**config.mk**
```make
export PLATFORM = sky130hd
export DESIGN_NAME = nmea_rmc_field_splitter_core
export DESIGN_NICKNAME = d
export VERILOG_FILES = /design/src/rtl/nmrmc_pkg.sv /design/src/rtl/nmrmc_parse.sv /design/src/rtl/nmea_rmc_field_splitter_core.sv
export SDC_FILE = /design/constraint.sdc
export NUM_CORES = 1
export LEC_CHECK = 0
export ABC_AREA = 0
export BUFFER_PORTS_ARGS = -buffer_cell sky130_fd_sc_hd__buf_2
export CELL_PAD_IN_SITES_DETAIL_PLACEMENT = 0
export CELL_PAD_IN_SITES_GLOBAL_PLACEMENT = 1
export CORE_ASPECT_RATIO = 1.1
export CORE_MARGIN = 2
export CORE_UTILIZATION = 30
export DETAILED_ROUTE_END_ITERATION = 6
export MAX_ROUTING_LAYER = met4
export PLACE_DENSITY_LB_ADDON = 0.3
export SETUP_SLACK_MARGIN = 0.02
export SLEW_MARGIN = 30
export SYNTH_ARGS = -nofsm -noshare
export SYNTH_HDL_FRONTEND = slang
export SYNTH_SLANG_ARGS = --single-unit
```
**constraint.sdc**
```tcl
create_clock -name clk -period 2.6 [get_ports clk]
set_input_delay 0.13 -clock clk [delete_from_list [all_inputs] [get_ports clk]]
set_output_delay 0.13 -clock clk [all_outputs]
set_load 0.02 [all_outputs]
```
**src/rtl/nmrmc_pkg.sv**
```systemverilog
// Package for the NMEA RMC field splitter: request codes, character constants,
// header text lookup and the result record. No dependencies.
`timescale 1ns / 1ps

package nmrmc_pkg;

  // Request kinds carried on the input tuser
  localparam logic [1:0] MODE_BYTE = 2'd0;
  localparam logic [1:0] MODE_ARM  = 2'd1;
  localparam logic [1:0] MODE_ACK  = 2'd2;

  localparam int CMD_LEN_DEF   = 16;
  localparam int FIELD_LEN_DEF = 16;

  localparam int TOK_W = 5;   // token offset, saturates at all ones
  localparam int LIM_W = 6;   // wide enough to hold a limit of 32
  localparam int FLD_W = 4;

  localparam logic [TOK_W-1:0] TOK_MAX    = '1;
  localparam logic [TOK_W-1:0] HDR_LEN    = 5'd6;
  localparam logic [FLD_W-1:0] NUM_FIELDS = 4'd9;

  localparam logic [7:0] CH_COMMA = 8'h2C;
  localparam logic [7:0] CH_LF    = 8'h0A;
  localparam logic [7:0] CH_CR    = 8'h0D;

  // "$GPRMC", one character per slot
  function automatic logic [7:0] hdr_char(input logic [2:0] idx);
    logic [7:0] c;
    case (idx)
      3'd0:    c = 8'h24;  // $
      3'd1:    c = 8'h47;  // G
      3'd2:    c = 8'h50;  // P
      3'd3:    c = 8'h52;  // R
      3'd4:    c = 8'h4D;  // M
      3'd5:    c = 8'h43;  // C
      default: c = 8'h00;
    endcase
    return c;
  endfunction

  typedef struct packed {
    logic             write_enable;
    logic [FLD_W-1:0] field_index;
    logic [3:0]       char_offset;
    logic [7:0]       char_value;
    logic             sentence_done;
    logic             ready_res;
    logic             armed;
  } res_t;

endpackage

```
**src/rtl/nmrmc_parse.sv**
```systemverilog
// Tokenizer and capture state of the NMEA RMC field splitter: holds the
// running state and forms one result per request. Depends on nmrmc_pkg.
`timescale 1ns / 1ps

module nmrmc_parse #(
  parameter int CMD_LEN   = nmrmc_pkg::CMD_LEN_DEF,
  parameter int FIELD_LEN = nmrmc_pkg::FIELD_LEN_DEF
) (
  input  logic              clk,
  input  logic              rst_n,
  input  logic              step_en,
  input  logic [1:0]        mode,
  input  logic [7:0]        rx_byte,
  output nmrmc_pkg::res_t   res
);
  import nmrmc_pkg::*;

  localparam logic [LIM_W-1:0] CMD_LIM   = LIM_W'(CMD_LEN);
  localparam logic [LIM_W-1:0] FIELD_LIM = LIM_W'(FIELD_LEN);

  logic             armed_r, armed_nxt;
  logic             found_r, found_nxt;
  logic [FLD_W-1:0] cnt_r, cnt_nxt;
  logic [TOK_W-1:0] off_r, off_nxt;
  logic             match_r, match_nxt;
  logic             ready_r, ready_nxt;

  always_comb begin
    logic [LIM_W-1:0] lim;
    logic             term;
    logic             found;
    logic [FLD_W-1:0] cnt;
    armed_nxt = armed_r;
    found_nxt = found_r;
    cnt_nxt   = cnt_r;
    off_nxt   = off_r;
    match_nxt = match_r;
    ready_nxt = ready_r;
    res       = '0;
    lim       = found_r ? FIELD_LIM : CMD_LIM;
    term      = ({1'b0, off_r} + LIM_W'(1) >= lim) || rx_byte == CH_COMMA ||
                rx_byte == CH_LF || rx_byte == CH_CR;
    found     = found_r;
    cnt       = cnt_r;
    case (mode)
      MODE_ARM: begin
        if (!armed_r) begin
          armed_nxt = 1'b1;
          found_nxt = 1'b0;
          off_nxt   = '0;
          match_nxt = 1'b1;
        end
      end
      MODE_ACK: begin
        ready_nxt = 1'b0;
      end
      MODE_BYTE: begin
        if (armed_r) begin
          if (found_r) begin
            res.write_enable = 1'b1;
            res.field_index  = cnt_r - FLD_W'(1);
            res.char_offset  = off_r[3:0];
            res.char_value   = term ? 8'h00 : rx_byte;
          end
          if (!term) begin
            if (off_r >= HDR_LEN || hdr_char(off_r[2:0]) != rx_byte) begin
              match_nxt = 1'b0;
            end
            if (off_r != TOK_MAX) begin
              off_nxt = off_r + TOK_W'(1);
            end
          end else begin
            // A header token restarts capture, even inside a sentence
            if (match_r && off_r == HDR_LEN) begin
              found = 1'b1;
              cnt   = '0;
            end
            if (found) begin
              if (cnt < NUM_FIELDS) begin
                cnt_nxt = cnt + FLD_W'(1);
              end else begin
                armed_nxt         = 1'b0;
                ready_nxt         = 1'b1;
                res.sentence_done = 1'b1;
              end
            end
            found_nxt = found;
            off_nxt   = '0;
            match_nxt = 1'b1;
          end
        end
      end
      default: ;
    endcase
    res.ready_res = ready_nxt;
    res.armed     = armed_nxt;
  end

  always_ff @(posedge clk) begin
    if (!rst_n) begin
      armed_r <= 1'b0;
      found_r <= 1'b0;
      cnt_r   <= '0;
      off_r   <= '0;
      match_r <= 1'b1;
      ready_r <= 1'b0;
    end else if (step_en) begin
      armed_r <= armed_nxt;
      found_r <= found_nxt;
      cnt_r   <= cnt_nxt;
      off_r   <= off_nxt;
      match_r <= match_nxt;
      ready_r <= ready_nxt;
    end
  end

endmodule

```
**src/rtl/nmea_rmc_field_splitter_core.sv**
```systemverilog
// NMEA RMC field splitter, top level. Every request on the input stream gives
// exactly one result on the output stream, and one request is taken per cycle
// sustained while the output is not stalled by out_tready: an input register
// feeds the tokenizer (nmrmc_parse), whose result lands in an output register,
// and the running state advances as the result is registered. tuser
// selects the request: 0 a received byte, 1 arm for the next sentence, 2
// acknowledge; 3 is ignored. While armed, bytes are split into tokens at comma,
// CR, LF or at the length limit (CMD_LEN while hunting for "$GPRMC", FIELD_LEN
// while capturing; the byte in the last slot ends the token). After the header,
// nine fields are written out character by character, each closed by a zero
// write; then the block disarms and holds ready until acknowledged.
// Depends on nmrmc_pkg and nmrmc_parse.
`timescale 1ns / 1ps

module nmea_rmc_field_splitter_core #(
  parameter int CMD_LEN   = nmrmc_pkg::CMD_LEN_DEF,    // 8 .. 32
  parameter int FIELD_LEN = nmrmc_pkg::FIELD_LEN_DEF   // 2 .. 32
) (
  input  logic        clk,
  input  logic        rst_n,
  input  logic        in_tvalid,
  output logic        in_tready,
  input  logic [7:0]  in_tdata,   // [7:0] rx_byte
  input  logic [1:0]  in_tuser,   // [1:0] mode
  output logic        out_tvalid,
  input  logic        out_tready,
  output logic [23:0] out_tdata,  // [3:0] field_index, [7:4] char_offset,
                                  // [15:8] char_value, [16] sentence_done,
                                  // [17] ready_res, [18] armed, [23:19] zero
  output logic        out_tuser   // [0] write_enable
);
  import nmrmc_pkg::*;

  logic       s1_valid_r, s1_valid_nxt;
  logic [1:0] s1_mode_r;
  logic [7:0] s1_byte_r;
  logic       out_valid_r, out_valid_nxt;
  res_t       out_res_r;
  res_t       res;
  logic       adv;
  logic       in_acc;

  // Output register free this cycle: advance the input stage into it
  assign adv       = !out_valid_r || out_tready;
  assign in_tready = !s1_valid_r || adv;
  assign in_acc    = in_tvalid && in_tready;

  nmrmc_parse #(
    .CMD_LEN   (CMD_LEN),
    .FIELD_LEN (FIELD_LEN)
  ) u_parse (
    .clk     (clk),
    .rst_n   (rst_n),
    .step_en (s1_valid_r && adv),
    .mode    (s1_mode_r),
    .rx_byte (s1_byte_r),
    .res     (res)
  );

  always_comb begin
    s1_valid_nxt = in_acc ? 1'b1 : (adv ? 1'b0 : s1_valid_r);
    if (s1_valid_r && adv) begin
      out_valid_nxt = 1'b1;
    end else if (out_tready) begin
      out_valid_nxt = 1'b0;
    end else begin
      out_valid_nxt = out_valid_r;
    end
  end

  always_ff @(posedge clk) begin
    if (!rst_n) begin
      s1_valid_r  <= 1'b0;
      out_valid_r <= 1'b0;
    end else begin
      s1_valid_r  <= s1_valid_nxt;
      out_valid_r <= out_valid_nxt;
    end
  end

  // Payload registers: hold while stalled
  always_ff @(posedge clk) begin
    if (in_acc) begin
      s1_mode_r <= in_tuser;
      s1_byte_r <= in_tdata;
    end
    if (s1_valid_r && adv) begin
      out_res_r <= res;
    end
  end

  assign out_tvalid = out_valid_r;
  assign out_tuser  = out_res_r.write_enable;
  assign out_tdata  = {5'd0, out_res_r.armed, out_res_r.ready_res,
                       out_res_r.sentence_done, out_res_r.char_value,
                       out_res_r.char_offset, out_res_r.field_index};

endmodule

```
**After elaboration in Yosys (flattened, before gate mapping)**

Cells that the tools add are included.

- Register bits: 45

- Magnitude comparators: 3
- Reductions and logical operators: 24
- Equal/unequal tests: 18
- Bitwise logic cells: 3
- Mux-type cells: 43
- $add $sub $neg: 4

Operators by type and width:

| cell | count |
|---|---|
| one-hot mux 7 bit (6 select lines) | 1 |
| 2-to-1 mux 8 bit | 4 |
| 2-to-1 mux 1 bit | 24 |
| 2-to-1 mux 5 bit | 4 |
| 2-to-1 mux 17 bit | 1 |
| equality test 8 x 4 -> 1 bit (second input constant) | 2 |
| 2-to-1 mux 4 bit | 4 |
| AND reduction 5 bit | 3 |
| one-hot mux 5 bit (2 select lines) | 1 |
| equality test 8 x 6 -> 1 bit (second input constant) | 1 |
| != test 8 bit | 1 |
| one-hot mux 1 bit (2 select lines) | 4 |
| adder 5 x 1 -> 6 bit (second input constant) | 1 |
| equality test 3 x 2 -> 1 bit (second input constant) | 2 |
| equality test 3 bit (second input constant) | 2 |
| >= comparator 6 x 5 -> 1 bit (second input constant) | 1 |
| logical OR 1 bit | 6 |
| != test 3 x 1 -> 1 bit (second input constant) | 2 |
| AND reduction 6 bit | 1 |
| nonzero test 2 bit | 3 |
| adder 5 x 1 -> 5 bit (second input constant) | 1 |
| equality test 5 x 3 -> 1 bit (second input constant) | 1 |
| >= comparator 5 x 3 -> 1 bit (second input constant) | 1 |
| != test 5 bit (second input constant) | 1 |
| 17 further kinds | 23 |

**Logic depth before layout (Yosys ltp)**

Gate-level depths: netlist of run 1.

- Depth in word-level cells: 14
- Gate-level depth with buffers: 12

**Cells and area by module**

From an unflattened synthesis of run 1, not the netlist that was laid out.

- Cells, all modules: 213
- Area total of the unflattened synthesis: 2352.3 um^2

By module, submodules not included:

| module | area each (um^2) | cells an instance | seq. area each (um^2) | times used |
|---|---|---|---|---|
| nmrmc_parse | 1306.3 | 168 | 260.2 | 1 |
| nmea_rmc_field_splitter_core | 1046.0 | 45 | 940.9 | 1 |

**Worst setup path before layout of run 1**

Ideal clock, no wire load.

- Path type: register -> register
- Start: register u_parse.off_r[0]
- End: register out_res_r (netlist bit out_tdata[18]), data pin
- Path slack: 244 ps
- Cell stages (with the launch flop): 12
- Buffers on the path: 1
- Period minus slack after synthesis: 2356 ps
- Data arrival time: 2084 ps
- Path through: dfxtp_1 inv_1 ha_1 and3_1 clkbuf_1 nor2_1 inv_1 ha_1 inv_1 o21ai_0 a2111oi_4 a21oi_1

- Word-level cells in the longest chain between the ends: 12

RTL lines:

| item | RTL line | RTL |
|---|---|---|
| start, declared | nmrmc_parse.sv:24 | `logic [TOK_W-1:0] off_r, off_nxt;` |
| start signal, assigned | nmrmc_parse.sv:111 | `off_r <= off_nxt;` |
| equality test 5 x 3 -> 1 bit | nmrmc_parse.sv:74 | `if (match_r && off_r == HDR_LEN) begin` |
| logical AND 1 bit | nmrmc_parse.sv:74 |  |
| 2-to-1 mux 4 bit | nmrmc_parse.sv:74 |  |
| 2-to-1 mux 4 bit | nmrmc_parse.sv:65 | `if (!term) begin` |
| 2-to-1 mux 4 bit | nmrmc_parse.sv:58 | `if (armed_r) begin` |
| 2-to-1 mux 4 bit | nmrmc_parse.sv:45 | `case (mode)` |
| less-than comparator 4 bit | nmrmc_parse.sv:79 | `if (cnt < NUM_FIELDS) begin` |
| 2-to-1 mux 1 bit | nmrmc_parse.sv:79 |  |
| 2-to-1 mux 1 bit | nmrmc_parse.sv:78 | `if (found) begin` |
| 2-to-1 mux 1 bit * | nmrmc_parse.sv:65 |  |
| 2-to-1 mux 1 bit * | nmrmc_parse.sv:58 |  |
| one-hot mux 1 bit (2 select lines) * | nmrmc_parse.sv:45 |  |
| net u_parse.armed_nxt | nmrmc_parse.sv:21 | `logic armed_r, armed_nxt;` |
| end signal, assigned | nmea_rmc_field_splitter_core.sv:88 | `out_res_r <= res;` |
| end, declared | nmea_rmc_field_splitter_core.sv:38 | `res_t out_res_r;` |

Mark *: on every way through the listed nets, which the timed path passes. The rest lies on a longest branch. The select of a mux whose other input is x is not followed.
A chain may end at the register's enable or synchronous reset.

**Worst setup path after layout of run 1**

Same ends and word-level chain as after synthesis.

==> results.cfg, run 1 <==
[outcome]
outcome = completed

[critical_path]
reg2reg_from = u_parse.off_r[0]
worstPathArrival_ns = 2.35
critical_path.max_stage_delay_ns = 0.41
startpoint_type = flip-flop
path_max_fanout = 5
crit_required_ns = 2.64
r2r-end = out_tdata[18]
cpMostUsedCell = inv_1
path_cells = inv_1, ha_1, and3_1, nor2_1, inv_1, ha_1, inv_1, o21ai_1, a2111oi_4, a21oi_1
cp_slowest_cell = dfxtp_1
reg2reg_depth = 10
r2r_slack_ns = 0.29
critPathKind = flip-flop to flip-flop
cp-end-kind = flip-flop

[detailed_routing]
vias = 1715
drtIter0Drc = 72
routed_wl_um = 4840
drc = 0
drtPass1Iterations = 4
postRouteAntennaNets = 0
wl_per_cell_um = 13.1
vias_per_cell = 4.65

[clock_tree]
clk_pin_slew_ns = 0.08
cts_root_buf = clkbuf_8
cts_inserted_buffers = 5
h-tree-depth = 2
cts_sinks = 45
cts_max_path_buffers = 2
worst_skew_pair.late_latency_ns = 0.29
tritoncts = done

[synthesis]
ys_ff_latch = 45
synthCells = 213
synth_area_leaders = edfxtp_1, dfxtp_1, ha_1
syn_area_per_cell_um2 = 10.9
ys_warn_count = 0
synth_largest_area_cell = edfxtp_1
synth_top_area_frac = 0.390
synth-async-reset-ratio = 0
synth_area_um2 = 2310
synth.distinct_cells = 58
ys.flop_type = edfxtp_1
synth_edf_count = 30
ys_seq_area_frac = 0.519

[floorplan]
die_area_um2 = 8430
core_area_um2 = 7470
io_pins = 41
die_h_um = 96.1
start_util = 0.309
rows = 33
die_w_um = 87.7

[layout]
syn2layout_area_growth_pct = 23.0
layout_commonest_cell = buf_2
fillers = 767
multi_input_area_um2 = 1000
finalNetCount = 286
diodes = 0
layout_common_cells = buf_2, edfxtp_1, nor2_1
seq_area_um2 = 1200
layout-drive-gt1-share = 0.231

[global_route]
grt.overflow.total = 0
grt_max_degree = 21
first_global_vias = 1571
antenna_found_initial = 0
grt.total_usage = 0.125
grt_first_pass_wirelength_um = 7770

[sta]
rsz0062_at_grt = no
skew_ns = 0.00465
setup_viol = 0
final.setup.tns_ns = 0
period_minus_slack_ns = 2.31
fmax_mhz = 432
hold_viol_final = 0
fin_crit_sh = 0.890
tightest_slew_ns = 0.816
maxSlewHeadroom = 0.455
slew_viol_final = 0

[power]
cellPowerDensity_nw_per_um2 = 538
p_leak_uw = 0.00108
power_uw = 1530
peakVddDrop_v = 0.000301

[run]
maxCapViolations = 0

[min_path]
worstHoldStart = in_tdata[2]
min_path_type = input pin to flip-flop
whs_path_depth = 1
hold_path_end = s1_byte_r[2]

[placed_design]
portBuffers = 35
dp.final_hpwl_um = 3480
place_congestion = 0.796
==> layout make-up <==
| cell class | instances | area share |
|---|---|---|
| sequential | 45 | 0.422 |
| multi-input combinational | 145 | 0.353 |
| timing repair buffer | 51 | 0.112 |
| tap | 105 | 0.0462 |
| clock buffer | 5 | 0.0242 |
| clock inverter | 3 | 0.0229 |
| inverter | 15 | 0.0198 |
==> sequential cells by signal, indices dropped and copies added, names as in the netlist <==
| name | flops |
|---|---|
| out_tdata | 19 |
| out_tuser | 1 |
| out_tvalid | 1 |
| s1_byte_r | 8 |
| s1_mode_r | 2 |
| s1_valid_r | 1 |
| u_parse.armed_r | 1 |
| u_parse.cnt_r | 4 |
| u_parse.found_r | 1 |
| u_parse.match_r | 1 |
| u_parse.off_r | 5 |
| u_parse.ready_r | 1 |
==> cells by family (layout without fill, tap and decap cells) <==
family,count (synthesis),count (layout),synth area share
compound gates,47,47,0.165
simple gates,78,78,0.189
mux,1,1,0.00433
fa+ha+maj,9,9,0.0487
xor+xnor,5,5,0.0189
flops,45,45,0.519
other cells,1,5,0.00162
buf+inv,27,74,0.0530
==> per-stage QoR <==
stage          setup slack, ns  std cells   util  cell area (um2)  hold WS (ns)
2_1_floorplan            0.244        217      -             2330         0.229
3_3_place_gp             0.205        351  0.350             2610         0.308
3_5_place_dp             0.121        351  0.350             2610         0.308
4_1_cts                  0.111        367  0.378             2830       0.00126
5_1_grt                 0.0905        369  0.381             2840       0.00493
6_report                 0.285        369  0.381             2840        0.0128
==> where the power goes <==
| group | leakage (uW) | internal [uW] | total (uW) | switching (uW) |
|---|---|---|---|---|
| combinational | 0.000607 | 41.2 | 107 | 66.0 |
| sequential | 0.000409 | 786 | 805 | 18.8 |
| clock | 0.0000681 | 382 | 616 | 235 |
==> critical path: cells and delay by family, from the launching register on <==
kind / cells / cell delay (ns)
compound gates: 3 / 0.60
fa+ha+maj: 2 / 0.45
flops: 1 / 0.41
simple gates: 2 / 0.36
buf+inv: 3 / 0.24
==> per-layer routing <==
| layer | vias to the layer above | global-route usage | routed length (um) |
|---|---|---|---|
| met1 | 790 | 0.150 | 2210 |
| met2 | 50 | 0.214 | 2400 |
| li1 | 870 | - | - |
| met5 | - | - | 0 |
| met3 | 5 | 0.0257 | 172 |
| met4 | 0 | 0.0308 | 58 |
==> synth_stat cells (2+ instances only) <==
master and n:
inv_1 15, nor3b_1 2, buf_2 2, nor2_1 16, nand3b_1 2, nor3_1 6, o21ai_0 8, a211oi_1 4
edfxtp_1 30, ha_1 9, nand2_1 14, o22ai_1 2, nor4_1 2, nand3_1 4, and3_1 4, dfxtp_1 15
nor2b_1 4, nand2b_1 3, xnor2_1 4, a21oi_1 9, clkbuf_1 5, nand4_1 5, buf_4 5, and2_1 9
==> worst max-delay path by stage <==
stage	from	end	cells past startpoint
after global placement	u_parse.off_r[0]	out_tdata[18]	10
after detailed placement	u_parse.off_r[0]	out_tdata[18]	10
after global routing	u_parse.off_r[0]	out_tdata[18]	10
final	u_parse.off_r[0]	out_tdata[18]	10
after floorplan	u_parse.off_r[0]	out_tdata[18]	11
after CTS	u_parse.off_r[0]	out_tdata[18]	10
==> what timing repair did <==
| action | CTS | global route |
|---|---|---|
| endpoints found under the setup margin | 0 | 3 |
| hold buffers | 8 | 1 |
| setup buffers | 0 | 1 |
| gates resized for setup | 0 | 1 |
| endpoints found under the hold margin | 8 | 1 |
(Power assumes the default switching activity.)
==> inputs of run 2 (changes only) <==
CTS_CLUSTER_SIZE = 30   (was not set)
clock period = 2.9 ns   (was 2.6 ns; I/O delays follow)
==> results.cfg, run 2 (synthesized netlist as in run 1, its figures left out) <==
[outcome]
outcome = completed

[global_route]
grt.total_usage = 0.126
first_global_vias = 1639
grt_max_degree = 21
antenna_found_initial = 0
grt.overflow.total = 0
grt_first_pass_wirelength_um = 7980

[clock_tree]
h-tree-depth = 2
cts_hold_buf = 0
cts_inserted_buffers = 5
cts_root_buf = clkbuf_8
worst_skew_pair.late_latency_ns = 0.30
tritoncts = done
clk_pin_slew_ns = 0.09
cts_resized = 0
cts_post_setup_buffers_inserted = 0
cts_max_path_buffers = 2
cts_sinks = 45

[layout]
finalNetCount = 272
layout_commonest_cell = buf_2
seq_area_um2 = 1200
layout_common_cells = buf_2, edfxtp_1, nor2_1
fillers = 759
layout-drive-gt1-share = 0.224
syn2layout_area_growth_pct = 15.4
diodes = 0
largest_reg_flops = 19
multi_input_area_um2 = 1000
design_area_um2 = 2670

[sta]
skew_ns = 0.00840
fmax_mhz = 390
tightest_slew_ns = 0.841
slew_viol_final = 0
maxSlewHeadroom = 0.439
period_minus_slack_ns = 2.56
rsz0062_at_grt = no
hold_viol_final = 0
setup_viol = 0
final.setup.tns_ns = 0
fin_crit_sh = 0.884

[floorplan]
core_area_um2 = 7470
start_util = 0.309
die_area_um2 = 8430
die_h_um = 96.1
rows = 33
die_w_um = 87.7
io_pins = 41

[critical_path]
critPathKind = flip-flop to flip-flop
cp_slowest_cell = a2111oi_4
cp_num_buf_inv = 3
crit_required_ns = 2.94
worstPathArrival_ns = 2.60
path_cells = inv_1, ha_1, and3_1, nor2_1, inv_1, ha_1, inv_1, o21ai_0, a2111oi_4, a21oi_1
cp-end-kind = flip-flop
critPathTopFamily = compound AO/OA/AOI/OAI gates
critical_path.max_stage_delay_ns = 0.48
startpoint_type = flip-flop
cpMostUsedCell = inv_1
path_max_fanout = 6

[detailed_routing]
wl_met2_um = 2250
vias = 1675
topRoutingLayerUsed = met4
routed_wl_um = 4640
drt-met1-wl_um = 2160
wl_met3_um = 189
postRouteAntennaNets = 0
vias_per_cell = 4.72
drc = 0
wl_per_cell_um = 13.1
drtPass1Iterations = 4
drtIter0Drc = 79

[min_path]
min_path_type = input pin to flip-flop

[placed_design]
portBuffers = 35
dp.final_hpwl_um = 3390
dpl_cell_area_um2 = 2580
place_congestion = 0.779

[power]
peakVddDrop_v = 0.000143
power_uw = 1190
cellPowerDensity_nw_per_um2 = 447
p_leak_uw = 0.000995

[run]
maxCapViolations = 0
run 2: cell types whose count changed in the layout (fill, tap and decap cells not counted), sizes merged:
| cell | before | now |
|---|---|---|
| buf | 42 | 37 |
| clkinvlp | 0 | 1 |
| bufinv | 2 | 0 |
| dlygate4sd3 | 9 | 0 |
| clkinv | 1 | 2 |
run 2: final cells by class:
| type | instances | share of cell area |
|---|---|---|
| inverter | 15 | 0.0211 |
| multi-input combinational | 145 | 0.376 |
| sequential | 45 | 0.450 |
| clock inverter | 3 | 0.00656 |
| timing repair buffer | 37 | 0.0713 |
| clock buffer | 5 | 0.0258 |
| tap | 105 | 0.0492 |
run 2: routing by layer:
metal  up-vias  track usage
li1        849            -
met1       779        0.157
met2        43        0.206
met3         4       0.0274
met4         0       0.0372
met5         -            -
run 2: power by group:
part | internal [uW] | total [uW] | leakage, uW | switching [uW]
Sequential | 705 | 722 | 0.000409 | 16.9
Combinational | 27.8 | 85.4 | 0.000542 | 57.6
Clock | 167 | 387 | 0.0000439 | 220
Total | 900 | 1190 | 0.000995 | 295
run 2: per-stage QoR:
| step | worst slack (ns) | cells | hold slack (ns) | util |
|---|---|---|---|---|
| after floorplan | 0.544 | 217 | 0.244 | - |
| after global placement | 0.446 | 347 | 0.322 | 0.346 |
| after detailed placement | 0.346 | 347 | 0.324 | 0.346 |
| after CTS | 0.339 | 355 | 0.00847 | 0.357 |
| after global routing | 0.112 | 355 | 0.00376 | 0.357 |
| final | 0.337 | 355 | 0.0155 | 0.357 |
run 2: path summary, 6_finish.rpt:
kind	start	end	slack, ns	depth (start not counted)
setup / recovery	u_parse.off_r[0]	out_tdata[18]	0.34	10
hold / removal	in_tuser[0]	s1_mode_r[0]	0.02	1
setup reg to reg	u_parse.off_r[0]	out_tdata[18]	0.34	10
hold reg to reg	u_parse.off_r[4]	u_parse.off_r[4]	0.50	2
